[config.mk]
export PLATFORM = sky130hd
export DESIGN_NAME = circle_tile_map_collision_top_flat
export DESIGN_NICKNAME = d
export VERILOG_FILES = /design/src/rtl/core/ctmc_pkg.sv /design/src/rtl/core/ctmc_req_if.sv /design/src/rtl/core/ctmc_rsp_if.sv /design/src/rtl/core/circle_tile_map_collision_top.sv /design/src/rtl/core/ctmc_csr.sv /design/src/rtl/core/ctmc_div.sv /design/src/rtl/core/ctmc_map_mem.sv /design/src/rtl/core/ctmc_box_test.sv /design/src/flat_wrapper.sv
export SDC_FILE = /design/constraint.sdc
export NUM_CORES = 2
export LEC_CHECK = 0
export CAP_MARGIN = 15
export CORE_ASPECT_RATIO = 2
export CORE_UTILIZATION = 56
export CTS_CLUSTER_DIAMETER = 150
export DETAILED_ROUTE_END_ITERATION = 6
export DONT_BUFFER_PORTS = 1
export PLACE_DENSITY_LB_ADDON = 0.25
export SLEW_MARGIN = 20
export SYNTH_ARGS = -nofsm -noshare
export SYNTH_HDL_FRONTEND = slang
export SYNTH_HIERARCHICAL = 1
export SYNTH_SLANG_ARGS = --single-unit
[constraint.sdc]
create_clock -name clock -period 13.3 [get_ports clock]
set_input_delay 1.995 -clock clock [delete_from_list [all_inputs] [get_ports clock]]
set_output_delay 1.995 -clock clock [all_outputs]
set_load 0.03 [all_outputs]
[src/rtl/core/ctmc_pkg.sv]
// ----------------------------------------------------------------------------
// Circle tile map collision package
// Shared widths, register codes, reset values and the configuration struct.
// ----------------------------------------------------------------------------
package ctmc_pkg;

   localparam int GRID_DIM_DEF = 32;

   localparam int POS_W      = 16;
   localparam int QUO_W      = POS_W + 1;
   localparam int CELL_W     = 5;
   localparam int TILE_W     = 13;
   localparam int HALF_W     = TILE_W - 1;
   localparam int RAD_W      = 11;
   localparam int RAD2_W     = 2 * RAD_W;
   localparam int SQ_W       = RAD2_W + 1;
   localparam int DIM_CFG_W  = 6;

   localparam int CSR_ADDR_W = 4;
   localparam int CSR_DATA_W = 32;

   localparam int DIV_BITS   = 2;
   localparam int DIV_STEPS  = POS_W / DIV_BITS;
   localparam int DIV_CNT_W  = $clog2(DIV_STEPS);

   localparam logic [TILE_W-1:0]    TILE_SIZE_RST   = 13'd1280;
   localparam logic [RAD_W-1:0]     BODY_RADIUS_RST = 11'd51;
   localparam logic [DIM_CFG_W-1:0] ROWS_RST        = 6'd20;
   localparam logic [DIM_CFG_W-1:0] COLS_RST        = 6'd20;

   localparam logic [1:0] REG_TILE_SIZE   = 2'd0;
   localparam logic [1:0] REG_BODY_RADIUS = 2'd1;
   localparam logic [1:0] REG_ROWS        = 2'd2;
   localparam logic [1:0] REG_COLS        = 2'd3;

   localparam logic KIND_WRITE = 1'b0;
   localparam logic KIND_QUERY = 1'b1;

   localparam logic [1:0] NBR_LAST = 2'd2;

   typedef struct packed {
      logic [TILE_W-1:0]    tile_size;
      logic [RAD_W-1:0]     body_radius;
      logic [DIM_CFG_W-1:0] rows_in_use;
      logic [DIM_CFG_W-1:0] cols_in_use;
   } cfg_type;

endpackage

[src/rtl/core/ctmc_req_if.sv]
// ----------------------------------------------------------------------------
// Request channel interface
// Carries one map write or position query beat with valid and ready.
// ----------------------------------------------------------------------------
interface ctmc_req_if import ctmc_pkg::*; ();
   logic                    valid;
   logic                    ready;
   logic                    kind;
   logic [CELL_W-1:0]       cell_row;
   logic [CELL_W-1:0]       cell_col;
   logic                    wall_bit;
   logic signed [POS_W-1:0] pos_x;
   logic signed [POS_W-1:0] pos_z;

   modport source (output valid, kind, cell_row, cell_col, wall_bit, pos_x, pos_z,
                   input ready);
   modport sink (input valid, kind, cell_row, cell_col, wall_bit, pos_x, pos_z,
                 output ready);
endinterface

[src/rtl/core/ctmc_rsp_if.sv]
// ----------------------------------------------------------------------------
// Response channel interface
// Carries one collision result beat with valid and ready.
// ----------------------------------------------------------------------------
interface ctmc_rsp_if import ctmc_pkg::*; ();
   logic valid;
   logic ready;
   logic blocked;
   logic wall_touch;
   logic off_grid;

   modport source (output valid, blocked, wall_touch, off_grid, input ready);
   modport sink (input valid, blocked, wall_touch, off_grid, output ready);
endinterface

[src/rtl/core/circle_tile_map_collision_top.sv]
// ----------------------------------------------------------------------------
// Circle tile map collision top level
// Keeps a one-bit wall map and answers circle against wall queries.
// ----------------------------------------------------------------------------
// The request channel takes two kinds of beat. A write beat sets or clears
// one cell of the wall map and produces no response; it is a row read
// followed by a row write back into the map memory. A query beat carries
// a signed Q8.8 position and produces one response beat with blocked,
// wall_touch and off_grid.
// A query runs the two-bit-per-cycle divider that finds the cell and waits
// for it to finish, reads the neighboring cells one map row word at a
// time, drains the box test pipeline and then loads the response register.
// One request is in flight at a time; the next request is accepted once
// the response is loaded, even while the receiver still holds it off.
// After reset the map is cleared one row per cycle, while the request
// channel is held not ready. Registers sit behind the APB-style
// port and may be written at any time the block is idle.
// When the receiver stalls, the response stays in its register and a
// following query waits before its result is loaded.
// ----------------------------------------------------------------------------
module circle_tile_map_collision_top import ctmc_pkg::*; #(
   parameter int GRID_DIM = GRID_DIM_DEF
) (
   input  logic                  clock,
   input  logic                  reset,
   ctmc_req_if.sink              req_ch,
   ctmc_rsp_if.source            rsp_ch,
   input  logic                  csr_psel,
   input  logic                  csr_penable,
   input  logic                  csr_pwrite,
   input  logic [CSR_ADDR_W-1:0] csr_paddr,
   input  logic [CSR_DATA_W-1:0] csr_pwdata,
   output logic [CSR_DATA_W-1:0] csr_prdata,
   output logic                  csr_pready
);

   localparam int IW   = $clog2(GRID_DIM);
   localparam int DIMW = $clog2(GRID_DIM + 1);
   localparam int RSW  = QUO_W + 1;

   typedef enum logic [6:0] {
      ST_CLEAR = 7'b0000001,
      ST_IDLE  = 7'b0000010,
      ST_WRITE = 7'b0000100,
      ST_DIV   = 7'b0001000,
      ST_SCAN  = 7'b0010000,
      ST_DRAIN = 7'b0100000,
      ST_OUT   = 7'b1000000
   } state_type;

   state_type state_ff, state_in;

   cfg_type             cfg;
   logic [TILE_W-1:0]   tile;
   logic [HALF_W-1:0]   half;
   logic [DIMW-1:0]     rows_eff;
   logic [DIMW-1:0]     cols_eff;

   logic signed [POS_W-1:0] pos_x_ff, pos_x_in;
   logic signed [POS_W-1:0] pos_z_ff, pos_z_in;
   logic [IW-1:0]       wr_row_ff, wr_row_in;
   logic [IW-1:0]       wr_col_ff, wr_col_in;
   logic                wr_bit_ff, wr_bit_in;
   logic [1:0]          dr_ff, dr_in;
   logic [1:0]          dc_ff, dc_in;
   logic                s1_v_ff, s1_v_in;
   logic [IW-1:0]       s1_r_ff, s1_r_in;
   logic [IW-1:0]       s1_c_ff, s1_c_in;
   logic                rsp_valid_ff, rsp_valid_in;
   logic                blocked_ff, blocked_in;
   logic                touch_ff, touch_in;
   logic                off_ff, off_in;

   logic [IW-1:0]       mem_rd_addr;
   logic [GRID_DIM-1:0] mem_rd_data;
   logic                mem_wr_en;
   logic [GRID_DIM-1:0] mem_wr_data;
   logic                mem_clearing;

   logic                div_start;
   logic                div_busy;
   logic [QUO_W-1:0]    crow;
   logic [QUO_W-1:0]    ccol;

   logic                bt_clr;
   logic                bt_touch;
   logic                bt_busy;

   logic [RSW-1:0]      row_s;
   logic [RSW-1:0]      col_s;
   logic                cell_ok;
   logic                wr_in_range;
   logic                off_now;

   ctmc_csr u_csr (
      .clock   (clock),
      .reset   (reset),
      .psel    (csr_psel),
      .penable (csr_penable),
      .pwrite  (csr_pwrite),
      .paddr   (csr_paddr),
      .pwdata  (csr_pwdata),
      .prdata  (csr_prdata),
      .pready  (csr_pready),
      .cfg     (cfg)
   );

   ctmc_div u_div (
      .clock (clock),
      .reset (reset),
      .start (div_start),
      .num_x (req_ch.pos_x),
      .num_z (req_ch.pos_z),
      .den   (tile),
      .busy  (div_busy),
      .quo_x (ccol),
      .quo_z (crow)
   );

   ctmc_map_mem #(
      .GRID_DIM (GRID_DIM)
   ) u_map_mem (
      .clock    (clock),
      .reset    (reset),
      .rd_addr  (mem_rd_addr),
      .rd_data  (mem_rd_data),
      .wr_en    (mem_wr_en),
      .wr_addr  (wr_row_ff),
      .wr_data  (mem_wr_data),
      .clearing (mem_clearing)
   );

   ctmc_box_test #(
      .GRID_DIM (GRID_DIM)
   ) u_box_test (
      .clock     (clock),
      .reset     (reset),
      .clr       (bt_clr),
      .cell_v    (s1_v_ff),
      .cell_wall (mem_rd_data[s1_c_ff]),
      .cell_row  (s1_r_ff),
      .cell_col  (s1_c_ff),
      .tile      (tile),
      .half      (half),
      .radius    (cfg.body_radius),
      .pos_x     (pos_x_ff),
      .pos_z     (pos_z_ff),
      .touch     (bt_touch),
      .busy      (bt_busy)
   );

   assign tile = (cfg.tile_size == '0) ? TILE_W'(1) : cfg.tile_size;
   assign half = tile[TILE_W-1:1];

   assign rows_eff = (32'(cfg.rows_in_use) > 32'(GRID_DIM)) ? DIMW'(GRID_DIM)
                                                             : DIMW'(cfg.rows_in_use);
   assign cols_eff = (32'(cfg.cols_in_use) > 32'(GRID_DIM)) ? DIMW'(GRID_DIM)
                                                             : DIMW'(cfg.cols_in_use);

   assign row_s = {crow[QUO_W-1], crow} + RSW'(dr_ff) - RSW'(1);
   assign col_s = {ccol[QUO_W-1], ccol} + RSW'(dc_ff) - RSW'(1);
   assign cell_ok = !row_s[RSW-1] && (row_s < RSW'(rows_eff)) &&
                    !col_s[RSW-1] && (col_s < RSW'(cols_eff));

   assign off_now = crow[QUO_W-1] || (crow >= QUO_W'(rows_eff)) ||
                    ccol[QUO_W-1] || (ccol >= QUO_W'(cols_eff));

   assign wr_in_range = (32'(req_ch.cell_row) < 32'(GRID_DIM)) &&
                        (32'(req_ch.cell_col) < 32'(GRID_DIM));

   assign req_ch.ready      = (state_ff == ST_IDLE);
   assign rsp_ch.valid      = rsp_valid_ff;
   assign rsp_ch.blocked    = blocked_ff;
   assign rsp_ch.wall_touch = touch_ff;
   assign rsp_ch.off_grid   = off_ff;

   always_comb begin
      state_in     = state_ff;
      pos_x_in     = pos_x_ff;
      pos_z_in     = pos_z_ff;
      wr_row_in    = wr_row_ff;
      wr_col_in    = wr_col_ff;
      wr_bit_in    = wr_bit_ff;
      dr_in        = dr_ff;
      dc_in        = dc_ff;
      s1_v_in      = 1'b0;
      s1_r_in      = s1_r_ff;
      s1_c_in      = s1_c_ff;
      rsp_valid_in = rsp_valid_ff && !rsp_ch.ready;
      blocked_in   = blocked_ff;
      touch_in     = touch_ff;
      off_in       = off_ff;
      div_start    = 1'b0;
      bt_clr       = 1'b0;
      mem_wr_en    = 1'b0;
      mem_rd_addr  = IW'(req_ch.cell_row);
      mem_wr_data  = mem_rd_data;
      mem_wr_data[wr_col_ff] = wr_bit_ff;

      case (state_ff)
         ST_CLEAR: begin
            if (!mem_clearing) begin
               state_in = ST_IDLE;
            end
         end
         ST_IDLE: begin
            if (req_ch.valid) begin
               if (req_ch.kind == KIND_QUERY) begin
                  pos_x_in  = req_ch.pos_x;
                  pos_z_in  = req_ch.pos_z;
                  div_start = 1'b1;
                  state_in  = ST_DIV;
               end else if (wr_in_range) begin
                  wr_row_in = IW'(req_ch.cell_row);
                  wr_col_in = IW'(req_ch.cell_col);
                  wr_bit_in = req_ch.wall_bit;
                  state_in  = ST_WRITE;
               end
            end
         end
         ST_WRITE: begin
            mem_wr_en = 1'b1;
            state_in  = ST_IDLE;
         end
         ST_DIV: begin
            if (!div_busy) begin
               dr_in    = '0;
               dc_in    = '0;
               bt_clr   = 1'b1;
               state_in = ST_SCAN;
            end
         end
         ST_SCAN: begin
            mem_rd_addr = row_s[IW-1:0];
            s1_v_in     = cell_ok;
            s1_r_in     = row_s[IW-1:0];
            s1_c_in     = col_s[IW-1:0];
            if (dc_ff == NBR_LAST) begin
               dc_in = '0;
               if (dr_ff == NBR_LAST) begin
                  state_in = ST_DRAIN;
               end else begin
                  dr_in = dr_ff + 1'b1;
               end
            end else begin
               dc_in = dc_ff + 1'b1;
            end
         end
         ST_DRAIN: begin
            if (!s1_v_ff && !bt_busy) begin
               state_in = ST_OUT;
            end
         end
         ST_OUT: begin
            if (!rsp_valid_ff || rsp_ch.ready) begin
               rsp_valid_in = 1'b1;
               blocked_in   = bt_touch || off_now;
               touch_in     = bt_touch;
               off_in       = off_now;
               state_in     = ST_IDLE;
            end
         end
         default: begin
            state_in = ST_IDLE;
         end
      endcase
   end

   always_ff @(posedge clock) begin
      if (reset) begin
         state_ff     <= ST_CLEAR;
         s1_v_ff      <= 1'b0;
         rsp_valid_ff <= 1'b0;
      end else begin
         state_ff     <= state_in;
         s1_v_ff      <= s1_v_in;
         rsp_valid_ff <= rsp_valid_in;
      end
   end

   always_ff @(posedge clock) begin
      pos_x_ff   <= pos_x_in;
      pos_z_ff   <= pos_z_in;
      wr_row_ff  <= wr_row_in;
      wr_col_ff  <= wr_col_in;
      wr_bit_ff  <= wr_bit_in;
      dr_ff      <= dr_in;
      dc_ff      <= dc_in;
      s1_r_ff    <= s1_r_in;
      s1_c_ff    <= s1_c_in;
      blocked_ff <= blocked_in;
      touch_ff   <= touch_in;
      off_ff     <= off_in;
   end

endmodule

[src/rtl/core/ctmc_csr.sv]
// ----------------------------------------------------------------------------
// Configuration registers
// APB-style register file holding tile size, radius and grid extent.
// ----------------------------------------------------------------------------
module ctmc_csr import ctmc_pkg::*; (
   input  logic                  clock,
   input  logic                  reset,
   input  logic                  psel,
   input  logic                  penable,
   input  logic                  pwrite,
   input  logic [CSR_ADDR_W-1:0] paddr,
   input  logic [CSR_DATA_W-1:0] pwdata,
   output logic [CSR_DATA_W-1:0] prdata,
   output logic                  pready,
   output cfg_type               cfg
);

   cfg_type   cfg_ff;
   cfg_type   cfg_in;
   logic [1:0] reg_idx;

   assign reg_idx = paddr[CSR_ADDR_W-1:2];
   assign pready  = 1'b1;
   assign cfg     = cfg_ff;

   always_comb begin
      cfg_in = cfg_ff;
      if (psel && penable && pwrite) begin
         case (reg_idx)
            REG_TILE_SIZE:   cfg_in.tile_size   = pwdata[TILE_W-1:0];
            REG_BODY_RADIUS: cfg_in.body_radius = pwdata[RAD_W-1:0];
            REG_ROWS:        cfg_in.rows_in_use = pwdata[DIM_CFG_W-1:0];
            REG_COLS:        cfg_in.cols_in_use = pwdata[DIM_CFG_W-1:0];
            default:         cfg_in = cfg_ff;
         endcase
      end
   end

   always_comb begin
      case (reg_idx)
         REG_TILE_SIZE:   prdata = CSR_DATA_W'(cfg_ff.tile_size);
         REG_BODY_RADIUS: prdata = CSR_DATA_W'(cfg_ff.body_radius);
         REG_ROWS:        prdata = CSR_DATA_W'(cfg_ff.rows_in_use);
         REG_COLS:        prdata = CSR_DATA_W'(cfg_ff.cols_in_use);
         default:         prdata = '0;
      endcase
   end

   always_ff @(posedge clock) begin
      if (reset) begin
         cfg_ff.tile_size   <= TILE_SIZE_RST;
         cfg_ff.body_radius <= BODY_RADIUS_RST;
         cfg_ff.rows_in_use <= ROWS_RST;
         cfg_ff.cols_in_use <= COLS_RST;
      end else begin
         cfg_ff <= cfg_in;
      end
   end

endmodule

[src/rtl/core/ctmc_div.sv]
// ----------------------------------------------------------------------------
// Cell index divider
// Two-lane restoring divider, two quotient bits per cycle, truncating to zero.
// ----------------------------------------------------------------------------
module ctmc_div import ctmc_pkg::*; (
   input  logic                    clock,
   input  logic                    reset,
   input  logic                    start,
   input  logic signed [POS_W-1:0] num_x,
   input  logic signed [POS_W-1:0] num_z,
   input  logic [TILE_W-1:0]       den,
   output logic                    busy,
   output logic [QUO_W-1:0]        quo_x,
   output logic [QUO_W-1:0]        quo_z
);

   logic                 busy_ff, busy_in;
   logic [DIV_CNT_W-1:0] cnt_ff, cnt_in;
   logic [TILE_W-1:0]    rem_ff [2];
   logic [TILE_W-1:0]    rem_in [2];
   logic [POS_W-1:0]     quo_ff [2];
   logic [POS_W-1:0]     quo_in [2];
   logic                 neg_ff [2];
   logic                 neg_in [2];
   logic [QUO_W-1:0]     res [2];
   logic [TILE_W-1:0]    r;
   logic [POS_W-1:0]     q;
   logic [TILE_W:0]      t;
   logic [POS_W-1:0]     num [2];

   assign num[0] = num_x;
   assign num[1] = num_z;

   always_comb begin
      busy_in = busy_ff;
      cnt_in  = cnt_ff;
      r = '0;
      q = '0;
      t = '0;
      for (int l = 0; l < 2; l++) begin
         rem_in[l] = rem_ff[l];
         quo_in[l] = quo_ff[l];
         neg_in[l] = neg_ff[l];
      end
      if (start) begin
         busy_in = 1'b1;
         cnt_in  = '0;
         for (int l = 0; l < 2; l++) begin
            rem_in[l] = '0;
            neg_in[l] = num[l][POS_W-1];
            quo_in[l] = num[l][POS_W-1] ? (POS_W'(0) - num[l]) : num[l];
         end
      end else if (busy_ff) begin
         for (int l = 0; l < 2; l++) begin
            r = rem_ff[l];
            q = quo_ff[l];
            for (int b = 0; b < DIV_BITS; b++) begin
               t = {r, q[POS_W-1]};
               q = {q[POS_W-2:0], 1'b0};
               if (t >= {1'b0, den}) begin
                  t    = t - {1'b0, den};
                  q[0] = 1'b1;
               end
               r = t[TILE_W-1:0];
            end
            rem_in[l] = r;
            quo_in[l] = q;
         end
         cnt_in = cnt_ff + 1'b1;
         if (cnt_ff == DIV_CNT_W'(DIV_STEPS - 1)) begin
            busy_in = 1'b0;
         end
      end
   end

   always_comb begin
      for (int l = 0; l < 2; l++) begin
         res[l] = neg_ff[l] ? (QUO_W'(0) - {1'b0, quo_ff[l]}) : {1'b0, quo_ff[l]};
      end
   end

   assign busy  = busy_ff;
   assign quo_x = res[0];
   assign quo_z = res[1];

   always_ff @(posedge clock) begin
      if (reset) begin
         busy_ff <= 1'b0;
         cnt_ff  <= '0;
      end else begin
         busy_ff <= busy_in;
         cnt_ff  <= cnt_in;
      end
   end

   always_ff @(posedge clock) begin
      for (int l = 0; l < 2; l++) begin
         rem_ff[l] <= rem_in[l];
         quo_ff[l] <= quo_in[l];
         neg_ff[l] <= neg_in[l];
      end
   end

endmodule

[src/rtl/core/ctmc_map_mem.sv]
// ----------------------------------------------------------------------------
// Wall map memory
// One map row per word, registered read, with a row-by-row clear after reset.
// ----------------------------------------------------------------------------
module ctmc_map_mem import ctmc_pkg::*; #(
   parameter int GRID_DIM = GRID_DIM_DEF
) (
   input  logic                          clock,
   input  logic                          reset,
   input  logic [$clog2(GRID_DIM)-1:0]   rd_addr,
   output logic [GRID_DIM-1:0]           rd_data,
   input  logic                          wr_en,
   input  logic [$clog2(GRID_DIM)-1:0]   wr_addr,
   input  logic [GRID_DIM-1:0]           wr_data,
   output logic                          clearing
);

   localparam int IW = $clog2(GRID_DIM);

   logic [GRID_DIM-1:0] mem [GRID_DIM];
   logic [GRID_DIM-1:0] rd_data_ff;
   logic                clearing_ff, clearing_in;
   logic [IW-1:0]       clr_cnt_ff, clr_cnt_in;

   assign rd_data  = rd_data_ff;
   assign clearing = clearing_ff;

   always_comb begin
      clearing_in = clearing_ff;
      clr_cnt_in  = clr_cnt_ff;
      if (clearing_ff) begin
         clr_cnt_in = clr_cnt_ff + 1'b1;
         if (clr_cnt_ff == IW'(GRID_DIM - 1)) begin
            clearing_in = 1'b0;
         end
      end
   end

   always_ff @(posedge clock) begin
      if (reset) begin
         clearing_ff <= 1'b1;
         clr_cnt_ff  <= '0;
      end else begin
         clearing_ff <= clearing_in;
         clr_cnt_ff  <= clr_cnt_in;
      end
   end

   always_ff @(posedge clock) begin
      if (clearing_ff) begin
         mem[clr_cnt_ff] <= '0;
      end else if (wr_en) begin
         mem[wr_addr] <= wr_data;
      end
      rd_data_ff <= mem[rd_addr];
   end

endmodule

[src/rtl/core/ctmc_box_test.sv]
// ----------------------------------------------------------------------------
// Wall box test pipeline
// Three-stage circle against square box test with a sticky touch flag.
// ----------------------------------------------------------------------------
module ctmc_box_test import ctmc_pkg::*; #(
   parameter int GRID_DIM = GRID_DIM_DEF
) (
   input  logic                          clock,
   input  logic                          reset,
   input  logic                          clr,
   input  logic                          cell_v,
   input  logic                          cell_wall,
   input  logic [$clog2(GRID_DIM)-1:0]   cell_row,
   input  logic [$clog2(GRID_DIM)-1:0]   cell_col,
   input  logic [TILE_W-1:0]             tile,
   input  logic [HALF_W-1:0]             half,
   input  logic [RAD_W-1:0]              radius,
   input  logic signed [POS_W-1:0]       pos_x,
   input  logic signed [POS_W-1:0]       pos_z,
   output logic                          touch,
   output logic                          busy
);

   localparam int IW  = $clog2(GRID_DIM);
   localparam int CXW = IW + TILE_W;
   localparam int SW  = CXW + 2;

   function automatic logic [RAD_W-1:0] gap_mag(input logic signed [SW-1:0] p,
                                                input logic signed [SW-1:0] c,
                                                input logic signed [SW-1:0] h);
      logic signed [SW-1:0] lo;
      logic signed [SW-1:0] hi;
      logic [SW-1:0]        d;
      lo = c - h;
      hi = c + h;
      if (p < lo) begin
         d = lo - p;
      end else if (p > hi) begin
         d = p - hi;
      end else begin
         d = '0;
      end
      if (d > SW'({RAD_W{1'b1}})) begin
         return {RAD_W{1'b1}};
      end
      return d[RAD_W-1:0];
   endfunction

   logic              b_live_ff, b_live_in;
   logic [CXW-1:0]    b_cx_ff, b_cx_in;
   logic [CXW-1:0]    b_cz_ff, b_cz_in;
   logic              c_live_ff, c_live_in;
   logic [RAD_W-1:0]  c_dx_ff, c_dx_in;
   logic [RAD_W-1:0]  c_dz_ff, c_dz_in;
   logic              touch_ff, touch_in;
   logic [RAD2_W-1:0] rad2_ff, rad2_in;
   logic signed [SW-1:0] px_w, pz_w, cx_w, cz_w, h_w;
   logic [SQ_W-1:0]   sq_sum;

   assign px_w = {{(SW-POS_W){pos_x[POS_W-1]}}, pos_x};
   assign pz_w = {{(SW-POS_W){pos_z[POS_W-1]}}, pos_z};
   assign cx_w = {2'b00, b_cx_ff};
   assign cz_w = {2'b00, b_cz_ff};
   assign h_w  = SW'(half);

   assign sq_sum = SQ_W'(c_dx_ff) * SQ_W'(c_dx_ff) + SQ_W'(c_dz_ff) * SQ_W'(c_dz_ff);

   always_comb begin
      b_live_in = cell_v && cell_wall;
      b_cx_in   = CXW'(cell_col) * CXW'(tile);
      b_cz_in   = CXW'(cell_row) * CXW'(tile);
      c_live_in = b_live_ff;
      c_dx_in   = gap_mag(px_w, cx_w, h_w);
      c_dz_in   = gap_mag(pz_w, cz_w, h_w);
      rad2_in   = rad2_ff;
      touch_in  = touch_ff;
      if (clr) begin
         touch_in = 1'b0;
         rad2_in  = RAD2_W'(radius) * RAD2_W'(radius);
      end else if (c_live_ff && (sq_sum < SQ_W'(rad2_ff))) begin
         touch_in = 1'b1;
      end
   end

   assign touch = touch_ff;
   assign busy  = b_live_ff || c_live_ff;

   always_ff @(posedge clock) begin
      if (reset) begin
         b_live_ff <= 1'b0;
         c_live_ff <= 1'b0;
         touch_ff  <= 1'b0;
      end else begin
         b_live_ff <= b_live_in;
         c_live_ff <= c_live_in;
         touch_ff  <= touch_in;
      end
   end

   always_ff @(posedge clock) begin
      b_cx_ff <= b_cx_in;
      b_cz_ff <= b_cz_in;
      c_dx_ff <= c_dx_in;
      c_dz_ff <= c_dz_in;
      rad2_ff <= rad2_in;
   end

endmodule

[src/flat_wrapper.sv]
// flat-port wrapper written by rule: the top's interface ports become plain ports
module circle_tile_map_collision_top_flat import ctmc_pkg::*;
#(
   parameter int GRID_DIM = GRID_DIM_DEF
)
  (clock, reset, csr_psel, csr_penable, csr_pwrite, csr_paddr, csr_pwdata, csr_prdata, csr_pready, req_ch_valid, req_ch_kind, req_ch_cell_row, req_ch_cell_col, req_ch_wall_bit, req_ch_pos_x, req_ch_pos_z, req_ch_ready, rsp_ch_valid, rsp_ch_blocked, rsp_ch_wall_touch, rsp_ch_off_grid, rsp_ch_ready);
  ctmc_req_if req_ch_i ();
  ctmc_rsp_if rsp_ch_i ();
  input  logic clock;
  input  logic reset;
  input  logic csr_psel;
  input  logic csr_penable;
  input  logic csr_pwrite;
  input  logic [CSR_ADDR_W-1:0] csr_paddr;
  input  logic [CSR_DATA_W-1:0] csr_pwdata;
  output logic [CSR_DATA_W-1:0] csr_prdata;
  output logic csr_pready;
  input wire logic [$bits(req_ch_i.valid)-1:0] req_ch_valid;
  input wire logic [$bits(req_ch_i.kind)-1:0] req_ch_kind;
  input wire logic [$bits(req_ch_i.cell_row)-1:0] req_ch_cell_row;
  input wire logic [$bits(req_ch_i.cell_col)-1:0] req_ch_cell_col;
  input wire logic [$bits(req_ch_i.wall_bit)-1:0] req_ch_wall_bit;
  input wire logic [$bits(req_ch_i.pos_x)-1:0] req_ch_pos_x;
  input wire logic [$bits(req_ch_i.pos_z)-1:0] req_ch_pos_z;
  output wire logic [$bits(req_ch_i.ready)-1:0] req_ch_ready;
  output wire logic [$bits(rsp_ch_i.valid)-1:0] rsp_ch_valid;
  output wire logic [$bits(rsp_ch_i.blocked)-1:0] rsp_ch_blocked;
  output wire logic [$bits(rsp_ch_i.wall_touch)-1:0] rsp_ch_wall_touch;
  output wire logic [$bits(rsp_ch_i.off_grid)-1:0] rsp_ch_off_grid;
  input wire logic [$bits(rsp_ch_i.ready)-1:0] rsp_ch_ready;
  assign req_ch_i.valid = req_ch_valid;
  assign req_ch_i.kind = req_ch_kind;
  assign req_ch_i.cell_row = req_ch_cell_row;
  assign req_ch_i.cell_col = req_ch_cell_col;
  assign req_ch_i.wall_bit = req_ch_wall_bit;
  assign req_ch_i.pos_x = req_ch_pos_x;
  assign req_ch_i.pos_z = req_ch_pos_z;
  assign req_ch_ready = req_ch_i.ready;
  assign rsp_ch_valid = rsp_ch_i.valid;
  assign rsp_ch_blocked = rsp_ch_i.blocked;
  assign rsp_ch_wall_touch = rsp_ch_i.wall_touch;
  assign rsp_ch_off_grid = rsp_ch_i.off_grid;
  assign rsp_ch_i.ready = rsp_ch_ready;
  circle_tile_map_collision_top #(.GRID_DIM(GRID_DIM)) u_core (.clock(clock), .reset(reset), .req_ch(req_ch_i), .rsp_ch(rsp_ch_i), .csr_psel(csr_psel), .csr_penable(csr_penable), .csr_pwrite(csr_pwrite), .csr_paddr(csr_paddr), .csr_pwdata(csr_pwdata), .csr_prdata(csr_prdata), .csr_pready(csr_pready));
endmodule
Word level (Yosys, flattened, before mapping)
Memories as Yosys holds them, arrays and structs flattened. A register that Yosys moved wholly into a read port is not among the register bits.
Index checks and enable logic that the tools add are counted.
W data, S select, Z words.

operators by class
  muxes and demuxes = 77
  multiply operators = 5
  eq/ne operators = 22
  reductions and logical operators = 39
  bitwise logic cells = 2
  $lt $le $gt $ge = 20
  add/sub/neg operators = 25

operator list
  cell                     number
  $pmux W32 S4             1
  $mux W13                 9
  $mux W32                 3
  $mux W20                 4
  $mul A11 B11 Y22         3
  $ge A14 B13 Y1           4
  $mux W26                 2
  $sub A13 B13 Y13         4
  $mux W7                  7
  $mux W11                 4
  $pmux W7 S6              1
  $gt A16 B20 Y1           2
  $gt A20 B11 Y1 const B   2
  $sub A16 B20 Y20         2
  $sub A19 B16 Y20         2
  $add A18 B12 Y19         2
  $lt A16 B19 Y1           2
  $sub A18 B12 Y19         2
  $add A17 B3 Y18          2
  $lt A18 B6 Y1            2
  $mul A5 B13 Y18          2
  $sub A18 B1 Y18 const B  2
  $ge A17 B6 Y1            2
  $mux W17                 2
  other kinds (46)         122

storage, ports and cells
  output and inout port bits = 38
  bits of input ports = 87
  memories = 4
  bits in writable memories = 1084
  word-level logic and storage cells = 225
  flip-flop bits (word level) = 198

memories
  name                  words  bits a word  read ports  clocked after Yosys merged registers in  write ports  line                text
  u_core.u_map_mem.mem  32     32           1           1                                        1            ctmc_map_mem.sv:20  logic [GRID_DIM-1:0] mem [GRID_DIM];
  u_core.u_div.quo_ff   2      16           2           0                                        2            ctmc_div.sv:21      logic [POS_W-1:0] quo_ff [2];
  u_core.u_div.rem_ff   2      13           2           0                                        2            ctmc_div.sv:19      logic [TILE_W-1:0] rem_ff [2];
  u_core.u_div.neg_ff   2      1            2           0                                        2            ctmc_div.sv:23      logic neg_ff [2];

Depth between registers and ports, before layout
  depth in word-level cells = 10
  depth in mapped cells = 33
  gate-level depth less buffers = 32

Hierarchy
The synthesis kept the hierarchy.

by module, submodules not included
  module                         times used  sequential area each (um2)  area an instance (um2)  cells an instance
  ctmc_map_mem                   1           31510.2                     41059.4                 2333
  ctmc_box_test                  1           1851.8                      23289.8                 2748
  ctmc_div                       1           1621.6                      6615.1                  804
  circle_tile_map_collision_top  1           1981.9                      6246.0                  668
  ctmc_csr                       1           720.7                       1908.1                  193

Least setup slack after synthesis
No wires, ideal clock.

  path type = reg-to-reg
  start point = register u_core.u_box_test.c_dz_ff[2]
  end point = register u_core.u_box_test.touch_ff, in the netlist u_core/u_box_test/touch
  data required time = 13242 ps
  cell stages (with the launch flop) = 30
  path buffers = 1
  slack = 5999 ps
  library setup time = 58 ps
  data arrival time = 7243 ps
  period minus slack after synthesis = 7301 ps
  cell sequence = dfxtp_1 -> clkbuf_1 -> nand2_1 -> fa_1 -> inv_1 -> fa_1 -> inv_1 -> fa_1 -> inv_1 -> fa_1 -> fa_1 -> fa_1 -> inv_1 -> fa_1 -> inv_1 -> ha_1 -> and4_1 -> a221oi_1 -> nor2b_1 -> a21oi_1 -> o21ai_0 -> o21ai_0 -> nor2_1 -> xnor2_1 -> ha_1 -> a21oi_1 -> nor3b_1 -> a31oi_1 -> a31oi_1 -> o21a_1

on the way
  word-level cells in the longest chain between the ends = 4

ends and longest elaborated chain
  item                    line                  text
  start, declared         ctmc_box_test.sv:54   logic [RAD_W-1:0] c_dz_ff, c_dz_in;
  start signal, assigned  ctmc_box_test.sv:104  c_dz_ff <= c_dz_in;
  $mul A11 B11 Y22        ctmc_box_test.sv:66   assign sq_sum = SQ_W'(c_dx_ff) * SQ_W'(c_dx_ff) + SQ_W'(c_dz_ff) * SQ_W'(c_dz_ff);
  $add A22 B22 Y23        ctmc_box_test.sv:66
  $lt A23 B22 Y1          ctmc_box_test.sv:80   end else if (c_live_ff && (sq_sum < SQ_W'(rad2_ff))) begin
  $logic_and A1 B1 Y1     ctmc_box_test.sv:80
  end signal, assigned    ctmc_box_test.sv:96   touch_ff <= touch_in;
  end, declared           ctmc_box_test.sv:55   logic touch_ff, touch_in;

Every way passes these cells.
A chain may end at the register's enable or synchronous reset.

Worst setup path after layout
  start point = register u_core.u_box_test.c_dx_ff[8]
  end point = register u_core.u_box_test.touch_ff, in the netlist u_core/u_box_test/touch

on the way
  word-level cells in the longest chain between the ends = 4

ends and longest elaborated chain
  item                    line                  text
  start, declared         ctmc_box_test.sv:53   logic [RAD_W-1:0] c_dx_ff, c_dx_in;
  start signal, assigned  ctmc_box_test.sv:103  c_dx_ff <= c_dx_in;
  $mul A11 B11 Y22        ctmc_box_test.sv:66
  $add A22 B22 Y23        ctmc_box_test.sv:66
  $lt A23 B22 Y1          ctmc_box_test.sv:80
  $logic_and A1 B1 Y1     ctmc_box_test.sv:80

Every way passes these cells.

==> flow_metrics.tcl <==
set metrics [dict create \
    critPathMaxStageDelay_ps 590 \
    ioPinCount 125 \
    max-cap-violations 0 \
    hpwl_mm 148 \
    drtIter0Drc 3574 \
    netlist_top_cells_area "edfxtp_1, fa_1, ha_1, mux2i_1, dfxtp_1" \
    fmax_mhz 121 \
    rsz0062_at_grt "false" \
    cts_resized 0 \
    r2r_end "u_core/u_box_test/touch" \
    fin_crit_ps 8250 \
    cp_num_buf_inv 5 \
    r2r_cells 28 \
    start_kind "flip-flop" \
    dr.pass1.iters 7 \
    dr_total_vias 52615 \
    synth_seq_cells 1313 \
    power_density_nw_per_um2 256 \
    holdPathEnd "u_core/u_box_test/b_live_ff" \
    avgRoutedWirePerCell_um 25.0 \
    grt_usage 0.302 \
    violations "design-rule violations" \
    cts_root_buf "clkbuf_16" \
    final_hold_viol_count 0 \
    antenna_found_initial 14 \
    arrival_ps 8910 \
    cts_buffer_depth 3 \
    place_congestion 0.986 \
    dieWidth_um 268 \
    ys_types 112 \
    setup_ws_ps 5050 \
    drt-vias-per-instance 6.11 \
    cp-end-kind "flip-flop" \
    yosys_warnings 6 \
    slew_violations 0 \
    fin_crit_sh 0.621 \
    path_class "reg -> reg" \
    cpMostUsedCell "fa_1" \
    post-route-drc-count 1 \
    finalSetupViolCount 0 \
    min_from "u_core/s1_v_ff" \
    nets 7542 \
    routed_wl_mm 215 \
    htreeDepth 3 \
    route.antenna.remaining_nets 0 \
    fin_setup_tns_ps 0 \
    post_cts_buffers 0 \
    cts_tree "yes" \
    worstHoldPathCells 2 \
    async_flop_share 0 \
    max-slew-margin-rel 0.245 \
    die_h_um 534 \
    syn-cell-area_um2 79100 \
    synthFlopType "edfxtp_1" \
    path_max_fanout 9 \
    cts_sinks 1313 \
    avgSynthCellArea_um2 11.7 \
    grt_max_degree 129 \
    worstHoldPathType "reg -> reg" \
    grt_pass1_wl_mm 320 \
    status "finished, violations left" \
    clk_pin_slew_ps 70 \
    ctsHoldBuffers 0 \
    insertion_delay_ps 750 \
    r2r-start "u_core/u_box_test/c_dx_ff[8]" \
    port_buffers 0 \
    synth_edf_count 1139 \
    yosysTopAreaCell "edfxtp_1" \
    drive_gt1_frac 0.0683 \
    max-vdd-ir-drop_uv 984 \
    cts_buffers 111 \
    netlist_instances 6746 \
    first_global_vias 54444 \
    worst_pin_slew_ps 1130 \
    preCtsSetupSlack_ps 5060 \
    placementRows 194 \
    area_delta_synth_final_pct 7.04 \
    initial_utilization 0.566 \
    yosysSeqAreaShare 0.476 \
    overflow 0 \
    reg2reg_setup_slack_ps 5050 \
    worstPathRequired_ps 13950 \
    finClkSkew_ps 54.8 \
    core_um2 140000 \
    crit_family "adder cells" \
    dieArea_um2 143000 \
    synth.top_cell.area_share 0.432 \
    power.leakage_nw 35.4 \
    critical_path.slowest_cell "dfxtp_1" \
]
[report_power, final]
| part | internal [W] | switching, W |
|---|---|---|
| Combinational | 0.00603 | 0.00762 |
| Clock | 0.00185 | 0.00156 |
| Sequential | 0.00453 | 0.0000993 |
| Total | 0.0124 | 0.00927 |
[cell usage after synthesis, types with 14 or more instances]
cell type  instances
buf_1             18
a21oi_1          331
a22o_1            70
mux2_2            57
mux2i_1          587
a22oi_1          103
a21o_1            56
o21bai_1          25
or2_2             20
nor2b_1           76
clkbuf_1         167
a211o_1           15
nor3_1           132
nand3_1          158
nor4_1            21
a211oi_1          43
edfxtp_1        1139
o41ai_1           16
nand2_1          441
buf_4             51
o211ai_1          25
nor2_1           308
o21ai_0          126
and2_1           200
inv_1            646
xnor2_1          191
and3_1            34
buf_6             30
o21a_1            43
a31oi_1           61
o31ai_1           29
xor2_1            89
mux4_2            16
nand2b_1          81
ha_1             492
o221a_2           14
nand4_1           43
nor3b_1           16
buf_2             39
or3_1             35
dfxtp_1          174
fa_1             309
[worst max-delay path by stage]
stage | from | end | slack [ps] | depth (start not counted)
2_1_floorplan | u_core/u_box_test/c_dz_ff[2] | u_core/u_box_test/touch | 6000 | 29
3_3_place_gp | u_core/u_box_test/c_dx_ff[1] | u_core/u_box_test/touch | 5110 | 28
3_5_place_dp | u_core/u_box_test/c_dx_ff[1] | u_core/u_box_test/touch | 5060 | 28
4_1_cts | u_core/u_box_test/c_dz_ff[2] | u_core/u_box_test/touch | 5000 | 26
5_1_grt | u_core/u_box_test/c_dz_ff[2] | u_core/u_box_test/touch | 4600 | 26
6_report | u_core/u_box_test/c_dx_ff[8] | u_core/u_box_test/touch | 5050 | 28
[metal layers]
layer / vias up / routed length [µm] / track usage
met5: - / 164 / 0
met2: 1694 / 116000 / 0.564
met4: 24 / 18700 / 0.231
met3: 779 / 12100 / 0.0528
met1: 26144 / 68700 / 0.288
li1: 23974 / - / -
[cells by family (layout without fill, tap and decap cells)]
kind of cell    count (synthesis)  count (layout)  share of synthesized area
simple gates                 1628            1628                      0.103
buf+inv                       955             936                     0.0513
fa+ha+maj                     801             801                      0.156
mux                           662             662                     0.0873
other cells                     2              23                  0.0000949
xor+xnor                      280             280                     0.0310
compound gates               1105            1105                     0.0953
flops                        1313            1313                      0.476
[worst min-delay path: stages (launching register included)]
cell,delay [ps]
dfxtp_1,320
nand2_1,70
nor2_1,40
[registers in the layout (all words and copies together), names as in the netlist, 7 cells and up]
| register | cells |
|---|---|
| u_core/pos_x_ff | 16 |
| u_core/pos_z_ff | 16 |
| u_core/state_ff | 7 |
| u_core/u_box_test/b_cx_ff | 18 |
| u_core/u_box_test/b_cz_ff | 18 |
| u_core/u_box_test/c_dx_ff | 11 |
| u_core/u_box_test/c_dz_ff | 11 |
| u_core/u_box_test/rad2_ff | 21 |
| u_core/u_csr/cfg | 36 |
| u_core/u_div/quo_ff | 32 |
| u_core/u_div/rem_ff | 26 |
| u_core/u_map_mem/mem | 1024 |
| u_core/u_map_mem/rd_data | 32 |
[metrics by stage]
step                      total power [W]  cell area [µm²]  utilization  cells  hold WS [ps]
after global routing               0.0239            84700        0.606   8609           486
after floorplan                    0.0152            79200            -   6764           413
after detailed placement           0.0184            80900        0.578   8402           453
final                              0.0217            84700        0.606   8610           460
after global placement             0.0181            80900        0.578   8402           445
after CTS                          0.0219            84700        0.605   8606           464
[placed cells by master, fill, tap and decap left out, types with 21 or more instances in the layout]
master     netlist  routed
o21a_1          43      43
nor2_4           0      33
a21oi_1        331     330
mux2_2          57      57
or2_2           20      21
and3_1          34      33
nor3_1         132     132
nand2b_1        81      79
nor4_1          21      21
a31oi_1         61      59
nor2_1         308     275
o21bai_1        25      25
edfxtp_1      1139    1139
ha_1           492     492
inv_1          646     646
fa_1           309     309
o31ai_1         29      29
or3_1           35      35
o21ai_0        126     126
and2_1         200     193
nand4_1         43      43
a22o_1          70      70
a21o_1          56      56
mux2i_1        587     587
clkbuf_16        0     114
a211oi_1        43      43
o211ai_1        25      25
xor2_1          89      89
a22oi_1        103     103
buf_4           51      79
xnor2_1        191     191
nand3_1        158     158
nor2b_1         76      73
dfxtp_1        174     173
nand2_1        441     439
[area by class of cell]
cell class / instances / area (µm²)
Sequential cell: 1313 / 37700
Multi-Input combinational cell: 4496 / 37800
Clock inverter: 70 / 845
Antenna cell: 3 / 7.51
Timing Repair Buffer: 84 / 688
Inverter: 648 / 2430
Fill cell: 11135 / 55100
Tap cell: 1862 / 2330
Clock buffer: 134 / 2940
Note: power is estimated with default switching activity, not from simulation.
